### config.mk
export PLATFORM = sky130hd
export DESIGN_NAME = su2_link_product_accumulator_core
export DESIGN_NICKNAME = d
export VERILOG_FILES = /design/src/design/su2lpa_pkg.sv /design/src/design/su2lpa_mac.sv /design/src/design/su2_link_product_accumulator_core.sv
export VERILOG_INCLUDE_DIRS = /design/src /design/src/design
export SDC_FILE = /design/constraint.sdc
export NUM_CORES = 2
export LEC_CHECK = 0
export BUFFER_PORTS_ARGS = -buffer_cell sky130_fd_sc_hd__buf_4
export CAP_MARGIN = 10
export CORE_ASPECT_RATIO = 0.8
export CORE_UTILIZATION = 30
export CTS_BUF_LIST = sky130_fd_sc_hd__clkbuf_8
export DETAILED_ROUTE_END_ITERATION = 8
export PLACE_DENSITY = 0.58
export SLEW_MARGIN = 10
export SYNTH_ARGS = -nofsm -noshare
export SYNTH_HDL_FRONTEND = slang
export SYNTH_SLANG_ARGS = --single-unit
export TNS_END_PERCENT = 5
### constraint.sdc
create_clock -name aclk -period 9.25 [get_ports aclk]
set_input_delay 1.3875 -clock aclk [delete_from_list [all_inputs] [get_ports aclk]]
set_output_delay 1.3875 -clock aclk [all_outputs]
set_load 0.02 [all_outputs]
### src/design/su2_link_product_accumulator_core_defines.svh
// ---------------------------------------------------------------------------
// SU(2) link product accumulator: shared assertion macros
// Concurrent property wrappers used by the accumulator RTL.
// ---------------------------------------------------------------------------
`ifndef SU2_LINK_PRODUCT_ACCUMULATOR_CORE_DEFINES_SVH
`define SU2_LINK_PRODUCT_ACCUMULATOR_CORE_DEFINES_SVH

// Same-cycle implication, disabled while reset is asserted.
`define SU2LPA_ASSERT_IMP(label, clk, rstn, ante, cons, msg) \
    label: assert property (@(posedge clk) disable iff (!rstn) (ante) |-> (cons)) \
        else $error(msg);

// Next-cycle implication, disabled while reset is asserted.
`define SU2LPA_ASSERT_NXT(label, clk, rstn, ante, cons, msg) \
    label: assert property (@(posedge clk) disable iff (!rstn) (ante) |=> (cons)) \
        else $error(msg);

`endif

### src/design/su2lpa_pkg.sv
// ---------------------------------------------------------------------------
// SU(2) link product accumulator package
// Payload types, widths, multiply-accumulate interface and saturation helpers.
// ---------------------------------------------------------------------------
package su2lpa_pkg;

    localparam int COMP_W       = 24;
    localparam int SUM_W        = 32;
    localparam int MUL_W        = SUM_W + COMP_W;
    localparam int ACC_W        = MUL_W + 2;
    localparam int FRAC_BITS_DEF = 16;
    localparam int APB_ADDR_W   = 2;
    localparam int APB_DATA_W   = 32;

    localparam logic [APB_ADDR_W-1:0] ADDR_SUM_SCALE = '0;
    localparam logic signed [COMP_W-1:0] SUM_SCALE_RST = COMP_W'(65536);

    localparam logic signed [COMP_W-1:0] COMP_MAX = {1'b0, {(COMP_W-1){1'b1}}};
    localparam logic signed [COMP_W-1:0] COMP_MIN = {1'b1, {(COMP_W-1){1'b0}}};
    localparam logic signed [SUM_W-1:0]  SUM_MAX  = {1'b0, {(SUM_W-1){1'b1}}};
    localparam logic signed [SUM_W-1:0]  SUM_MIN  = {1'b1, {(SUM_W-1){1'b0}}};

    // Term signs of the quaternion product, bit index {component, term}.
    localparam logic [15:0] QMUL_NEG = 16'h428E;

    typedef struct packed {
        logic signed [COMP_W-1:0] comp0;
        logic signed [COMP_W-1:0] comp1;
        logic signed [COMP_W-1:0] comp2;
        logic signed [COMP_W-1:0] comp3;
        logic                     conjugate;
        logic                     end_term;
        logic                     end_sum;
    } in_item_t;

    typedef struct packed {
        logic signed [SUM_W-1:0] sum0;
        logic signed [SUM_W-1:0] sum1;
        logic signed [SUM_W-1:0] sum2;
        logic signed [SUM_W-1:0] sum3;
        logic signed [SUM_W-1:0] trace_re;
    } out_item_t;

    typedef struct packed {
        logic                     valid;
        logic                     first;
        logic                     last;
        logic                     neg;
        logic [1:0]               tag;
        logic signed [SUM_W-1:0]  a;
        logic signed [COMP_W-1:0] b;
    } mac_cmd_t;

    typedef struct packed {
        logic                    done;
        logic [1:0]              tag;
        logic signed [ACC_W-1:0] value;
    } mac_res_t;

    function automatic logic signed [COMP_W-1:0] sat_comp(input logic signed [ACC_W-1:0] x);
        logic signed [COMP_W-1:0] r;
        if (x > ACC_W'(COMP_MAX)) begin
            r = COMP_MAX;
        end else if (x < ACC_W'(COMP_MIN)) begin
            r = COMP_MIN;
        end else begin
            r = x[COMP_W-1:0];
        end
        return r;
    endfunction

    function automatic logic signed [SUM_W-1:0] sat_sum(input logic signed [ACC_W-1:0] x);
        logic signed [SUM_W-1:0] r;
        if (x > ACC_W'(SUM_MAX)) begin
            r = SUM_MAX;
        end else if (x < ACC_W'(SUM_MIN)) begin
            r = SUM_MIN;
        end else begin
            r = x[SUM_W-1:0];
        end
        return r;
    endfunction

endpackage

### src/design/su2lpa_mac.sv
// ---------------------------------------------------------------------------
// SU(2) link product accumulator: shared multiply-accumulate unit
// One signed multiplier, a product register and a rounding accumulator.
// ---------------------------------------------------------------------------
`include "su2_link_product_accumulator_core_defines.svh"

module su2lpa_mac #(
    parameter int FRAC_BITS = su2lpa_pkg::FRAC_BITS_DEF
) (
    input  logic                  aclk,
    input  logic                  aresetn,
    input  su2lpa_pkg::mac_cmd_t  cmd,
    output su2lpa_pkg::mac_res_t  res
);
    import su2lpa_pkg::*;

    localparam logic signed [ACC_W-1:0] HALF = ACC_W'(64'd1 << (FRAC_BITS - 1));

    logic signed [MUL_W-1:0] prod_reg, prod_next;
    logic                    p_vld_reg, p_first_reg, p_last_reg, p_neg_reg;
    logic [1:0]              p_tag_reg;
    logic signed [ACC_W-1:0] acc_reg, acc_next;
    logic signed [ACC_W-1:0] term;
    logic                    done_reg;
    logic [1:0]              a_tag_reg;

    assign prod_next = MUL_W'(cmd.a) * MUL_W'(cmd.b);
    assign term      = p_neg_reg ? -ACC_W'(prod_reg) : ACC_W'(prod_reg);
    assign acc_next  = p_first_reg ? term : acc_reg + term;

    always_ff @(posedge aclk) begin
        if (!aresetn) begin
            p_vld_reg <= 1'b0;
            done_reg  <= 1'b0;
        end else begin
            p_vld_reg <= cmd.valid;
            done_reg  <= p_vld_reg && p_last_reg;
        end
        // payload stages
        prod_reg    <= prod_next;
        p_first_reg <= cmd.first;
        p_last_reg  <= cmd.last;
        p_neg_reg   <= cmd.neg;
        p_tag_reg   <= cmd.tag;
        a_tag_reg   <= p_tag_reg;
        if (p_vld_reg) begin
            acc_reg <= acc_next;
        end
    end

    // round half up, then drop the fraction bits
    assign res.done  = done_reg;
    assign res.tag   = a_tag_reg;
    assign res.value = (acc_reg + HALF) >>> FRAC_BITS;

    `SU2LPA_ASSERT_NXT(a_done_after_last, aclk, aresetn, p_vld_reg && p_last_reg, done_reg, "mac: result strobe missing after last term")
    `SU2LPA_ASSERT_IMP(a_done_has_source, aclk, aresetn, done_reg, $past(p_vld_reg) && $past(p_last_reg), "mac: result strobe without last term")

endmodule

### src/design/su2_link_product_accumulator_core.sv
// ---------------------------------------------------------------------------
// SU(2) link product accumulator
// Right-multiplies SU(2) elements onto a running product, sums closed terms
// and emits the scaled sum with its real trace.
// ---------------------------------------------------------------------------
// Usage:
//   s_* carries one element per transaction (four Q8.16 components plus the
//   conjugate, end_term and end_sum marks). s_ready is high only while the
//   block is idle; each transaction is worked on by one shared signed
//   multiplier under a small sequencer.
//   After a plain element is accepted s_ready stays low through 16
//   multiplier issues (four terms for each of four components), the
//   multiplier/accumulator drain and the commit step, so the next element
//   is taken only once the previous one is finished.
//   An end_sum element adds four scaling multiplies, a second drain and an
//   emit step: m_valid then rises with one m_* transaction carrying the four
//   scaled sum components and the trace, and the next element is taken
//   once the emit step is done.
//   m_* is a registered output: a finished result waits there while the next
//   element is already taken. Should an emit find the register still full,
//   the sequencer holds in its emit step until m_ready frees it.
//   sum_scale lives on the APB port at byte address 0; write it only while
//   idle. Reset (aresetn low, synchronous) sets the product to identity, the
//   sum to zero, sum_scale to 1.0 and drops m_valid.
// ---------------------------------------------------------------------------
`include "su2_link_product_accumulator_core_defines.svh"

module su2_link_product_accumulator_core #(
    parameter int FRAC_BITS = su2lpa_pkg::FRAC_BITS_DEF
) (
    input  logic                                 aclk,
    input  logic                                 aresetn,
    // element input
    input  logic                                 s_valid,
    output logic                                 s_ready,
    input  su2lpa_pkg::in_item_t                 s_data,
    // result output
    output logic                                 m_valid,
    input  logic                                 m_ready,
    output su2lpa_pkg::out_item_t                m_data,
    // configuration
    input  logic                                 psel,
    input  logic                                 penable,
    input  logic                                 pwrite,
    input  logic [su2lpa_pkg::APB_ADDR_W-1:0]    paddr,
    input  logic [su2lpa_pkg::APB_DATA_W-1:0]    pwdata,
    output logic [su2lpa_pkg::APB_DATA_W-1:0]    prdata,
    output logic                                 pready
);
    import su2lpa_pkg::*;

    typedef enum logic [2:0] {
        ST_IDLE,
        ST_ISSUE,
        ST_DRAIN,
        ST_COMMIT,
        ST_EMIT
    } state_t;

    localparam logic signed [COMP_W-1:0] IDENT = COMP_W'(64'd1 << FRAC_BITS);
    localparam logic [3:0] MUL_LAST   = 4'd15;
    localparam logic [3:0] SCALE_LAST = 4'd3;

    state_t                   state_reg, state_next;
    logic [3:0]               step_reg, step_next;
    logic                     scale_phase_reg, scale_phase_next;
    logic signed [COMP_W-1:0] q_reg [4];
    logic signed [COMP_W-1:0] q_next [4];
    logic                     end_term_reg, end_term_next;
    logic                     end_sum_reg, end_sum_next;
    logic signed [COMP_W-1:0] prod_reg [4];
    logic signed [COMP_W-1:0] prod_next [4];
    logic signed [SUM_W-1:0]  sum_reg [4];
    logic signed [SUM_W-1:0]  sum_next [4];
    logic signed [SUM_W-1:0]  res_reg [4];
    logic signed [SUM_W-1:0]  res_next [4];
    logic signed [COMP_W-1:0] scale_reg, scale_next;
    logic                     m_valid_reg, m_valid_next;
    out_item_t                m_data_reg, m_data_next;

    logic                     cfg_wr;
    logic [1:0]               comp_k, term_j;
    mac_cmd_t                 mac_cmd;
    mac_res_t                 mac_res;
    logic signed [COMP_W-1:0] in_comp [4];

    // ---------------- configuration port ----------------
    assign pready = 1'b1;
    assign cfg_wr = psel && penable && pwrite && (paddr == ADDR_SUM_SCALE);
    assign prdata = (paddr == ADDR_SUM_SCALE) ? APB_DATA_W'(scale_reg) : '0;

    // ---------------- handshake outputs ----------------
    assign s_ready = (state_reg == ST_IDLE);
    assign m_valid = m_valid_reg;
    assign m_data  = m_data_reg;

    assign in_comp[0] = s_data.comp0;
    assign in_comp[1] = s_data.comp1;
    assign in_comp[2] = s_data.comp2;
    assign in_comp[3] = s_data.comp3;

    // ---------------- multiplier issue ----------------
    // Product phase: step = {component, term}; the left operand index is
    // component xor term. Scale phase: one multiply per sum component.
    assign comp_k = scale_phase_reg ? step_reg[1:0] : step_reg[3:2];
    assign term_j = step_reg[1:0];

    always_comb begin
        mac_cmd.valid = (state_reg == ST_ISSUE);
        mac_cmd.tag   = comp_k;
        if (scale_phase_reg) begin
            mac_cmd.first = 1'b1;
            mac_cmd.last  = 1'b1;
            mac_cmd.neg   = 1'b0;
            mac_cmd.a     = sum_reg[comp_k];
            mac_cmd.b     = scale_reg;
        end else begin
            mac_cmd.first = (term_j == 2'd0);
            mac_cmd.last  = (term_j == 2'd3);
            mac_cmd.neg   = QMUL_NEG[step_reg];
            mac_cmd.a     = SUM_W'(prod_reg[comp_k ^ term_j]);
            mac_cmd.b     = q_reg[term_j];
        end
    end

    su2lpa_mac #(
        .FRAC_BITS (FRAC_BITS)
    ) u_mac (
        .aclk    (aclk),
        .aresetn (aresetn),
        .cmd     (mac_cmd),
        .res     (mac_res)
    );

    // ---------------- sequencer ----------------
    always_comb begin
        state_next       = state_reg;
        step_next        = step_reg;
        scale_phase_next = scale_phase_reg;
        q_next           = q_reg;
        end_term_next    = end_term_reg;
        end_sum_next     = end_sum_reg;
        prod_next        = prod_reg;
        sum_next         = sum_reg;
        res_next         = res_reg;
        scale_next       = scale_reg;
        m_valid_next     = m_valid_reg;
        m_data_next      = m_data_reg;

        if (cfg_wr) begin
            scale_next = pwdata[COMP_W-1:0];
        end

        // capture finished components; products clip to 24 bits, scaled sums to 32
        if (mac_res.done) begin
            res_next[mac_res.tag] = scale_phase_reg ? sat_sum(mac_res.value)
                                                    : SUM_W'(sat_comp(mac_res.value));
        end

        if (m_valid_reg && m_ready) begin
            m_valid_next = 1'b0;
        end

        case (state_reg)
            ST_IDLE: begin
                if (s_valid) begin
                    // conjugate: negate the Pauli part, most negative clips to max
                    q_next[0] = in_comp[0];
                    for (int i = 1; i < 4; i++) begin
                        if (!s_data.conjugate) begin
                            q_next[i] = in_comp[i];
                        end else if (in_comp[i] == COMP_MIN) begin
                            q_next[i] = COMP_MAX;
                        end else begin
                            q_next[i] = -in_comp[i];
                        end
                    end
                    end_term_next    = s_data.end_term;
                    end_sum_next     = s_data.end_sum;
                    scale_phase_next = 1'b0;
                    step_next        = '0;
                    state_next       = ST_ISSUE;
                end
            end
            ST_ISSUE: begin
                step_next = step_reg + 4'd1;
                if ((scale_phase_reg && step_reg == SCALE_LAST) || step_reg == MUL_LAST) begin
                    step_next  = '0;
                    state_next = ST_DRAIN;
                end
            end
            ST_DRAIN: begin
                if (mac_res.done && mac_res.tag == 2'd3) begin
                    state_next = scale_phase_reg ? ST_EMIT : ST_COMMIT;
                end
            end
            ST_COMMIT: begin
                if (end_term_reg || end_sum_reg) begin
                    // close the term: fold product into the sum, restart at identity
                    for (int i = 0; i < 4; i++) begin
                        sum_next[i]  = sat_sum(ACC_W'(sum_reg[i]) + ACC_W'(res_reg[i]));
                        prod_next[i] = (i == 0) ? IDENT : '0;
                    end
                end else begin
                    for (int i = 0; i < 4; i++) begin
                        prod_next[i] = res_reg[i][COMP_W-1:0];
                    end
                end
                if (end_sum_reg) begin
                    scale_phase_next = 1'b1;
                    step_next        = '0;
                    state_next       = ST_ISSUE;
                end else begin
                    state_next = ST_IDLE;
                end
            end
            ST_EMIT: begin
                // hold here while the output register is still occupied
                if (!m_valid_reg || m_ready) begin
                    m_valid_next         = 1'b1;
                    m_data_next.sum0     = res_reg[0];
                    m_data_next.sum1     = res_reg[1];
                    m_data_next.sum2     = res_reg[2];
                    m_data_next.sum3     = res_reg[3];
                    m_data_next.trace_re = sat_sum(ACC_W'(res_reg[0]) <<< 1);
                    for (int i = 0; i < 4; i++) begin
                        sum_next[i] = '0;
                    end
                    scale_phase_next = 1'b0;
                    state_next       = ST_IDLE;
                end
            end
            default: begin
                state_next = ST_IDLE;
            end
        endcase
    end

    always_ff @(posedge aclk) begin
        if (!aresetn) begin
            state_reg       <= ST_IDLE;
            step_reg        <= '0;
            scale_phase_reg <= 1'b0;
            m_valid_reg     <= 1'b0;
            scale_reg       <= SUM_SCALE_RST;
            for (int i = 0; i < 4; i++) begin
                prod_reg[i] <= (i == 0) ? IDENT : '0;
                sum_reg[i]  <= '0;
            end
        end else begin
            state_reg       <= state_next;
            step_reg        <= step_next;
            scale_phase_reg <= scale_phase_next;
            m_valid_reg     <= m_valid_next;
            scale_reg       <= scale_next;
            prod_reg        <= prod_next;
            sum_reg         <= sum_next;
        end
        // payload
        q_reg        <= q_next;
        end_term_reg <= end_term_next;
        end_sum_reg  <= end_sum_next;
        res_reg      <= res_next;
        m_data_reg   <= m_data_next;
    end

    `SU2LPA_ASSERT_NXT(a_accept_starts_issue, aclk, aresetn, s_valid && s_ready, (state_reg == ST_ISSUE) && (step_reg == 4'd0) && !scale_phase_reg, "core: accepted transaction did not start issue")
    `SU2LPA_ASSERT_IMP(a_final_result_in_drain, aclk, aresetn, mac_res.done && (mac_res.tag == 2'd3), state_reg == ST_DRAIN, "core: final component arrived outside drain")
    `SU2LPA_ASSERT_NXT(a_emit_clears_sum, aclk, aresetn, (state_reg == ST_EMIT) && (!m_valid_reg || m_ready), m_valid_reg && (sum_reg[0] == '0) && (state_reg == ST_IDLE), "core: emission did not clear the sum")

endmodule
# == Word-level counts from Yosys, hierarchy flattened ==
# Memory sizes are Yosys's and may differ from the RTL's. A register that Yosys moved wholly into a read port is not among the register bits.
# Cells that the tools add are included.
# totals
regBits,765
mem_bits_ro,16
in_bits,140
n_memories,1
# memory_table
name,depth,width,read_ports,rd_ports_with_merged_regs,write_ports,line,source
(name not given),16,1,1,1,0,su2_link_product_accumulator_core.sv:120,mac_cmd.neg = QMUL_NEG[step_reg];
# classes
add_sub_neg,11
multipliers,1
n_lt_le_gt_ge,19
n_eq_ne,17
mux,61
n_bitwise,5
reduce_logical,24
# op_table
op,count
$mux 32,17
$mux 24,13
$mux 128,2
$pmux 128 s2,1
$gt 33x32->1 const B,5
$lt 33x32->1 const B,5
$add 32x32->33,4
$bwmux 128,1
$mux 58,2
$bmux 24 s2,2
$mux 96,1
$eq 24x24->1 const B,3
$neg 24->24,3
$bmux 32 s2,1
$demux 32 s2,1
$add 58x17->58 const B,1
$add 58x58->58,1
$neg 56->58,1
$mul 32x24->56,1
$mux 56,1
$gt 42x24->1 const B,1
$gt 42x32->1 const B,1
$lt 42x24->1 const B,1
$lt 42x32->1 const B,1
29 further kinds,68

# == Logic depth before layout (Yosys ltp) ==
# depth
word_depth,8
mapped_depth,35

# == Modules after synthesis ==
# Synthesis repeated with hierarchy kept, for this count alone.
# unflattened
hier_cells,7138
area_unflattened_um2,68578.3
# modules_own_cells
module,n_inst,cells_each,area_each_um2
su2lpa_mac,1,3932,35549.1
su2_link_product_accumulator_core,1,3206,33029.2

# == Worst setup path after synthesis ==
# No wires, ideal clock.
# synth_path
kind,reg-to-reg
startpoint,reg scale_phase_reg
endpoint,reg u_mac.prod_reg[55]
setup_time_ps,120
arrival_time_ps,9161
required_ps,9130
setup_slack_ps,-32
path_stages_with_launch,31
n_path_buf,3
synth_period_minus_slack_ps,9282
path_cell_list,dfxtp_1 > clkbuf_1 > mux2i_1 > clkbuf_1 > mux4_2 > mux2i_1 > clkbuf_1 > nor2_1 > fa_1 > fa_1 > inv_1 > fa_1 > fa_1 > inv_1 > fa_1 > fa_1 > inv_1 > fa_1 > inv_1 > ha_1 > and3_1 > a221o_1 > a21oi_1 > o21ai_1 > or4_1 > a21oi_1 > a211o_1 > a31oi_1 > a221o_1 > a21oi_1 > xnor2_1
# synth_between
elab_chain_cells,8
word_cells_on_any_way,12
classes_between,mul (1); mux (8); bitwise (3)
# synth_rtl
element,line,source
from (decl),su2_link_product_accumulator_core.sv:66,"logic scale_phase_reg, scale_phase_next;"
from (signal assigned),su2_link_product_accumulator_core.sv:253,scale_phase_reg <= scale_phase_next;
$mux 2,su2_link_product_accumulator_core.sv:105,assign comp_k = scale_phase_reg ? step_reg[1:0] : step_reg[3:2];
$xor 2x2->2,su2_link_product_accumulator_core.sv:121,mac_cmd.a = SUM_W'(prod_reg[comp_k ^ term_j]);
$not 2->3 (implied by the code),su2_link_product_accumulator_core.sv:121,
$bmux 24 s2,su2_link_product_accumulator_core.sv:121,
$mux 24 (implied by the code) (2 in a row),su2_link_product_accumulator_core.sv:121,
$mux 56 *,su2_link_product_accumulator_core.sv:111,if (scale_phase_reg) begin
$mul 32x24->56 *,su2lpa_mac.sv:27,assign prod_next = MUL_W'(cmd.a) * MUL_W'(cmd.b);
named net u_mac.prod_next[55],su2lpa_mac.sv:19,"logic signed [MUL_W-1:0] prod_reg, prod_next;"
to (signal assigned),su2lpa_mac.sv:40,prod_reg <= prod_next;
to (decl),su2lpa_mac.sv:19,
# The timed path passes the listed nets; every way through them passes the cells marked *. The select of a mux whose other input is x is not followed.
# A chain may end at the register's enable or synchronous reset.

# == Final worst setup path ==
# layout_path
startpoint,reg step_reg[0]
endpoint,reg u_mac.prod_reg[48]
# layout_between
elab_chain_cells,8
word_cells_on_any_way,16
classes_between,mul (1); mux (11); bitwise (4)
# layout_rtl
element,line,source
from (decl),su2_link_product_accumulator_core.sv:65,"logic [3:0] step_reg, step_next;"
from (signal assigned),su2_link_product_accumulator_core.sv:252,step_reg <= step_next;
$mux 2,su2_link_product_accumulator_core.sv:105,
$xor 2x2->2,su2_link_product_accumulator_core.sv:121,
$not 2->3 (implied by the code),su2_link_product_accumulator_core.sv:121,
$bmux 24 s2,su2_link_product_accumulator_core.sv:121,
$mux 24 (implied by the code) (2 in a row),su2_link_product_accumulator_core.sv:121,
$mux 56 *,su2_link_product_accumulator_core.sv:111,
$mul 32x24->56 *,su2lpa_mac.sv:27,
named net u_mac.prod_next[48],su2lpa_mac.sv:19,
# Marked as above.

==> impl_summary.txt <==
----------------------------------------------------
[Outcome]
  Status ... finished, final reports clean

[Routing]
  DR iter-0 viols ... 6127
  Detailed-routing iteration count for the pre-antenna-repair pass ... 7
  Total Routed Length ... 238.5 mm
  Ratio of routed vias to standard cells ... 5.179
  Final antenna-violating net count ... 0
  DR DRC count ... 0
  Wire length per cell ... 22.87 um
  DR vias ... 54010

[Timing]
  Final critical path time including I/O delays and setup ... 9.067 ns
  Worst Tran Pin Value ... 1.277 ns
  Largest clock skew in the final design ... 0.09616 ns
  Slew HR ... 14.89%
  Number of pins with negative max-slew slack in the final report ... 0
  Summed negative setup slack over all endpoints ... 0 ns
  Achievable clock frequency ... 110.3 MHz
  Final Hold Vio Count ... 0
  PnR worst setup slack ... 0.1830 ns
  Final worst-path cycle share ... 98.02%
  Total setup violations reported at the end of the flow ... 0

[Clock network]
  Clock buffers created by TritonCTS ... 134
  Hold-fix buffers, CTS ... 0
  Number of buffers on the longest clock path ... 3
  Skew-Pair Late Insertion Delay ... 0.95 ns
  TritonCTS clock tree ... done
  TritonCTS sink count ... 766
  Clock root buffer ... sky130_fd_sc_hd__clkbuf_8
  Count of H-tree levels built during CTS ... 4
  CTS clk-pin slew, worst paths ... 0.06 ns

[Cells and area]
  Most common cell after layout, fill and taps aside ... sky130_fd_sc_hd__inv_1
  Layout cell share with drive strength beyond 1 ... 15.90%
  Seq. cell area ... 19790 um^2
  Post-route core utilization ... 35.62%
  Final net count ... 8622
  Leading cell types in the layout, fill and taps excluded ... sky130_fd_sc_hd__inv_1 (920), sky130_fd_sc_hd__nand2_1 (831), sky130_fd_sc_hd__fa_1 (761), sky130_fd_sc_hd__nor2_1 (686), sky130_fd_sc_hd__buf_4 (632)
  Growth of design area from synthesis to finish ... 17.64%
  Max FFs per register ... 160
  Multi-input gate area ... 43100 um^2
  Fill cell count ... 22160

[Yosys]
  Synthesis-stage register bit count ... 766
  Fraction of synthesized area in multiplexers ... 4.222%
  Synthesized area per cell ... 9.782 um^2
  Post-synthesis instance area ... 66920 um^2
  Dominant combinational cell family by area after synthesis ... adder cells
  Predominant post-synthesis flop cell ... sky130_fd_sc_hd__edfxtp_1
  Number of nets in the synthesized netlist ... 8113
  Number of synthesized flops with an enable pin ... 444
  Xor/xnor cell area share of the yosys netlist ... 4.856%
  Top cells by area, synth ... sky130_fd_sc_hd__fa_1 (24%), sky130_fd_sc_hd__edfxtp_1 (20%), sky130_fd_sc_hd__dfxtp_1 (9.6%)
  Post-synth cell types ... 88
  Area share of the largest cell type after synthesis ... 23.57%
  Post-synthesis cell count ... 6841
  Fraction of the mapped netlist area in adder cells ... 30.01%
  Yosys Warn Count ... 0
  Share of synthesized registers carrying an async set or reset ... 0%
  Area leader, netlist ... sky130_fd_sc_hd__fa_1
  Complex-gate fraction of the synthesized area ... 11.74%
  Fraction of the mapped netlist area in simple logic gates ... 12.73%
  Sequential share of the synthesized area ... 29.56%

[Placed design]
  HPWL after DPL ... 190.1 mm
  GPL Wtd Cong ... 0.9869
  Buffers on Ports ... 325
  Worst setup slack before clock tree synthesis ... -0.02849 ns

[Setup path]
  Crit Path Category ... register to register
  Worst R2R Setup Slack ... 0.18 ns
  Required time reported for the critical path endpoint ... 10.07 ns
  Type of element capturing the critical path ... register
  Cell depth of the worst flop-to-flop path ... 36
  Launch instance of the worst register-to-register path ... step_reg[0]
  Slowest-stage cell, CP ... sky130_fd_sc_hd__mux4_2
  Data arrival, critical path ... 9.88 ns
  Highest fanout seen on the critical path ... 8
  CP Launch Point ... step_reg[0]
  Peak per-stage delay on the critical path ... 0.55 ns
  Crit Reg-Reg Endpoint ... u_mac.prod_reg[48]
  Most frequent CP cell ... sky130_fd_sc_hd__fa_1
  Capture point of the worst path ... u_mac.prod_reg[48]
  Critical path startpoint category ... register

[Floorplan]
  Boundary Pins ... 335
  Die Span Y ... 424.4 um
  Width of the chip ... 530.0 um
  Die Footprint ... 225000 um^2
  Core footprint ... 221000 um^2
  Initial Utilization ... 30.28%
  Number of cell rows ... 154

[GRT]
  GRT Residual Overflow ... 0
  Pin count of the biggest net entering global routing ... 94
  Total global-route track usage ... 20.87%
  Number of global-route vias before repair ... 52490
  Global-route wire length before repair ... 347.6 mm
  Number of antenna violations at the first check in global routing ... 11

[Power and ir drop]
  Leakage Power ... 34.40 nW
  P per Cell Area ... 155.9 nW/um^2
  Worst VDD drop ... 0.1344 mV

[Min path]
  Class of the most critical hold timing path ... register to register

[Flow run]
  Maximum capacitance violations ... 0

----------------------------------------------------
==> cells in the mapped netlist, types with 20 or more instances <==
cell type	instances
sky130_fd_sc_hd__nor3_1	41
sky130_fd_sc_hd__dfxtp_1	322
sky130_fd_sc_hd__mux2_2	50
sky130_fd_sc_hd__a21o_1	119
sky130_fd_sc_hd__xnor2_1	214
sky130_fd_sc_hd__nand2_1	832
sky130_fd_sc_hd__o21a_1	31
sky130_fd_sc_hd__a221o_1	30
sky130_fd_sc_hd__o21ai_0	229
sky130_fd_sc_hd__a221oi_1	28
sky130_fd_sc_hd__mux4_2	72
sky130_fd_sc_hd__inv_1	882
sky130_fd_sc_hd__nand2b_1	58
sky130_fd_sc_hd__nor2b_1	38
sky130_fd_sc_hd__or3_1	33
sky130_fd_sc_hd__a22oi_1	125
sky130_fd_sc_hd__o21bai_1	43
sky130_fd_sc_hd__and3_1	40
sky130_fd_sc_hd__fa_1	788
sky130_fd_sc_hd__o31ai_1	44
sky130_fd_sc_hd__xor2_1	157
sky130_fd_sc_hd__nand3_1	78
sky130_fd_sc_hd__and2_1	48
sky130_fd_sc_hd__clkbuf_1	287
sky130_fd_sc_hd__a31oi_1	63
sky130_fd_sc_hd__ha_1	344
sky130_fd_sc_hd__buf_1	23
sky130_fd_sc_hd__a21oi_1	318
sky130_fd_sc_hd__mux2i_1	64
sky130_fd_sc_hd__edfxtp_1	444
sky130_fd_sc_hd__nor2_1	692
sky130_fd_sc_hd__o41ai_1	20
sky130_fd_sc_hd__a211oi_1	20
sky130_fd_sc_hd__nand4_1	31
==> how the worst min path moves through the flow <==
stage,from,endpoint,slack (ns),cells past startpoint
floorplan,u_mac.p_tag_reg[0],u_mac.a_tag_reg[0],0.31,0
global placement,u_mac.p_tag_reg[1],u_mac.a_tag_reg[1],0.31,0
detailed placement,u_mac.p_tag_reg[1],u_mac.a_tag_reg[1],0.31,0
CTS,u_mac.p_tag_reg[0],u_mac.a_tag_reg[0],0.33,0
global route,u_mac.p_tag_reg[1],u_mac.a_tag_reg[1],0.34,0
finish,u_mac.p_tag_reg[0],u_mac.a_tag_reg[0],0.33,0
==> kinds of logic (layout without fill, tap and decap cells) <==
group | Yosys count | count (layout)
flip-flops | 766 | 766
adder cells (fa/ha/maj) | 1132 | 1132
AO/OA/AOI/OAI | 1198 | 1198
XOR/XNOR | 371 | 371
multiplexers | 186 | 186
AND/OR/NAND/NOR | 1976 | 1976
buffers and inverters | 1211 | 1830
other | 1 | 6
==> power breakdown <==
group	switching [mW]	internal [mW]	total (mW)
sequential	0.176	3.87	4.05
clock	1.65	1.72	3.37
combinational	2.96	1.90	4.86
total	4.78	7.50	12.3
==> stage by stage <==
step	cell area (um^2)	std cells	hold WS (ns)	power (mW)
global placement	74770	10120	0.3122	8.684
CTS	77710	10370	0.3286	12.14
global route	78710	10430	0.3382	12.96
finish	78720	10430	0.3266	12.28
floorplan	66920	6841	0.3096	7.153
detailed placement	74770	10120	0.3143	8.727
==> final cells by class <==
| cell class | instances | area share, % |
|---|---|---|
| diodes | 5 | 0.01589 |
| flip-flops and latches | 766 | 25.14 |
| repair buffers | 702 | 7.617 |
| clock inverters | 100 | 0.9807 |
| multi-input cells | 4864 | 54.76 |
| inverters | 882 | 4.222 |
| well taps | 2964 | 4.711 |
| clock buffers | 146 | 2.553 |
==> per-layer routing <==
layer / vias up / wire length (um) / share of wire, % / GRT usage [%]
met5: - / 174 / 0.073 / 0
met4: 6 / 6556 / 2.7 / 5.491
met3: 331 / 29990 / 13 / 6.534
met2: 2678 / 96760 / 41 / 29.05
met1: 27130 / 105000 / 44 / 30.76
li1: 23870 / - / - / -
==> what timing repair did <==
action	4_1_cts	5_1_grt
endpoints found under the setup margin	6	14
buffers inserted	6	52
gates cloned	1	3
endpoints found under the hold margin	0	0
pin swaps	5	73
gates resized for setup	17	118
==> critical path, delay by kind of cell, from the launching register on <==
family          cells  cell delay [ns]
flops               1             0.36
buf+inv            11             1.48
simple gates        3             0.59
xor+xnor            2             0.27
mux                 2             0.95
fa+ha+maj           8             3.86
compound gates     10             1.44
No activity file was read; power rests on OpenSTA's default activity.
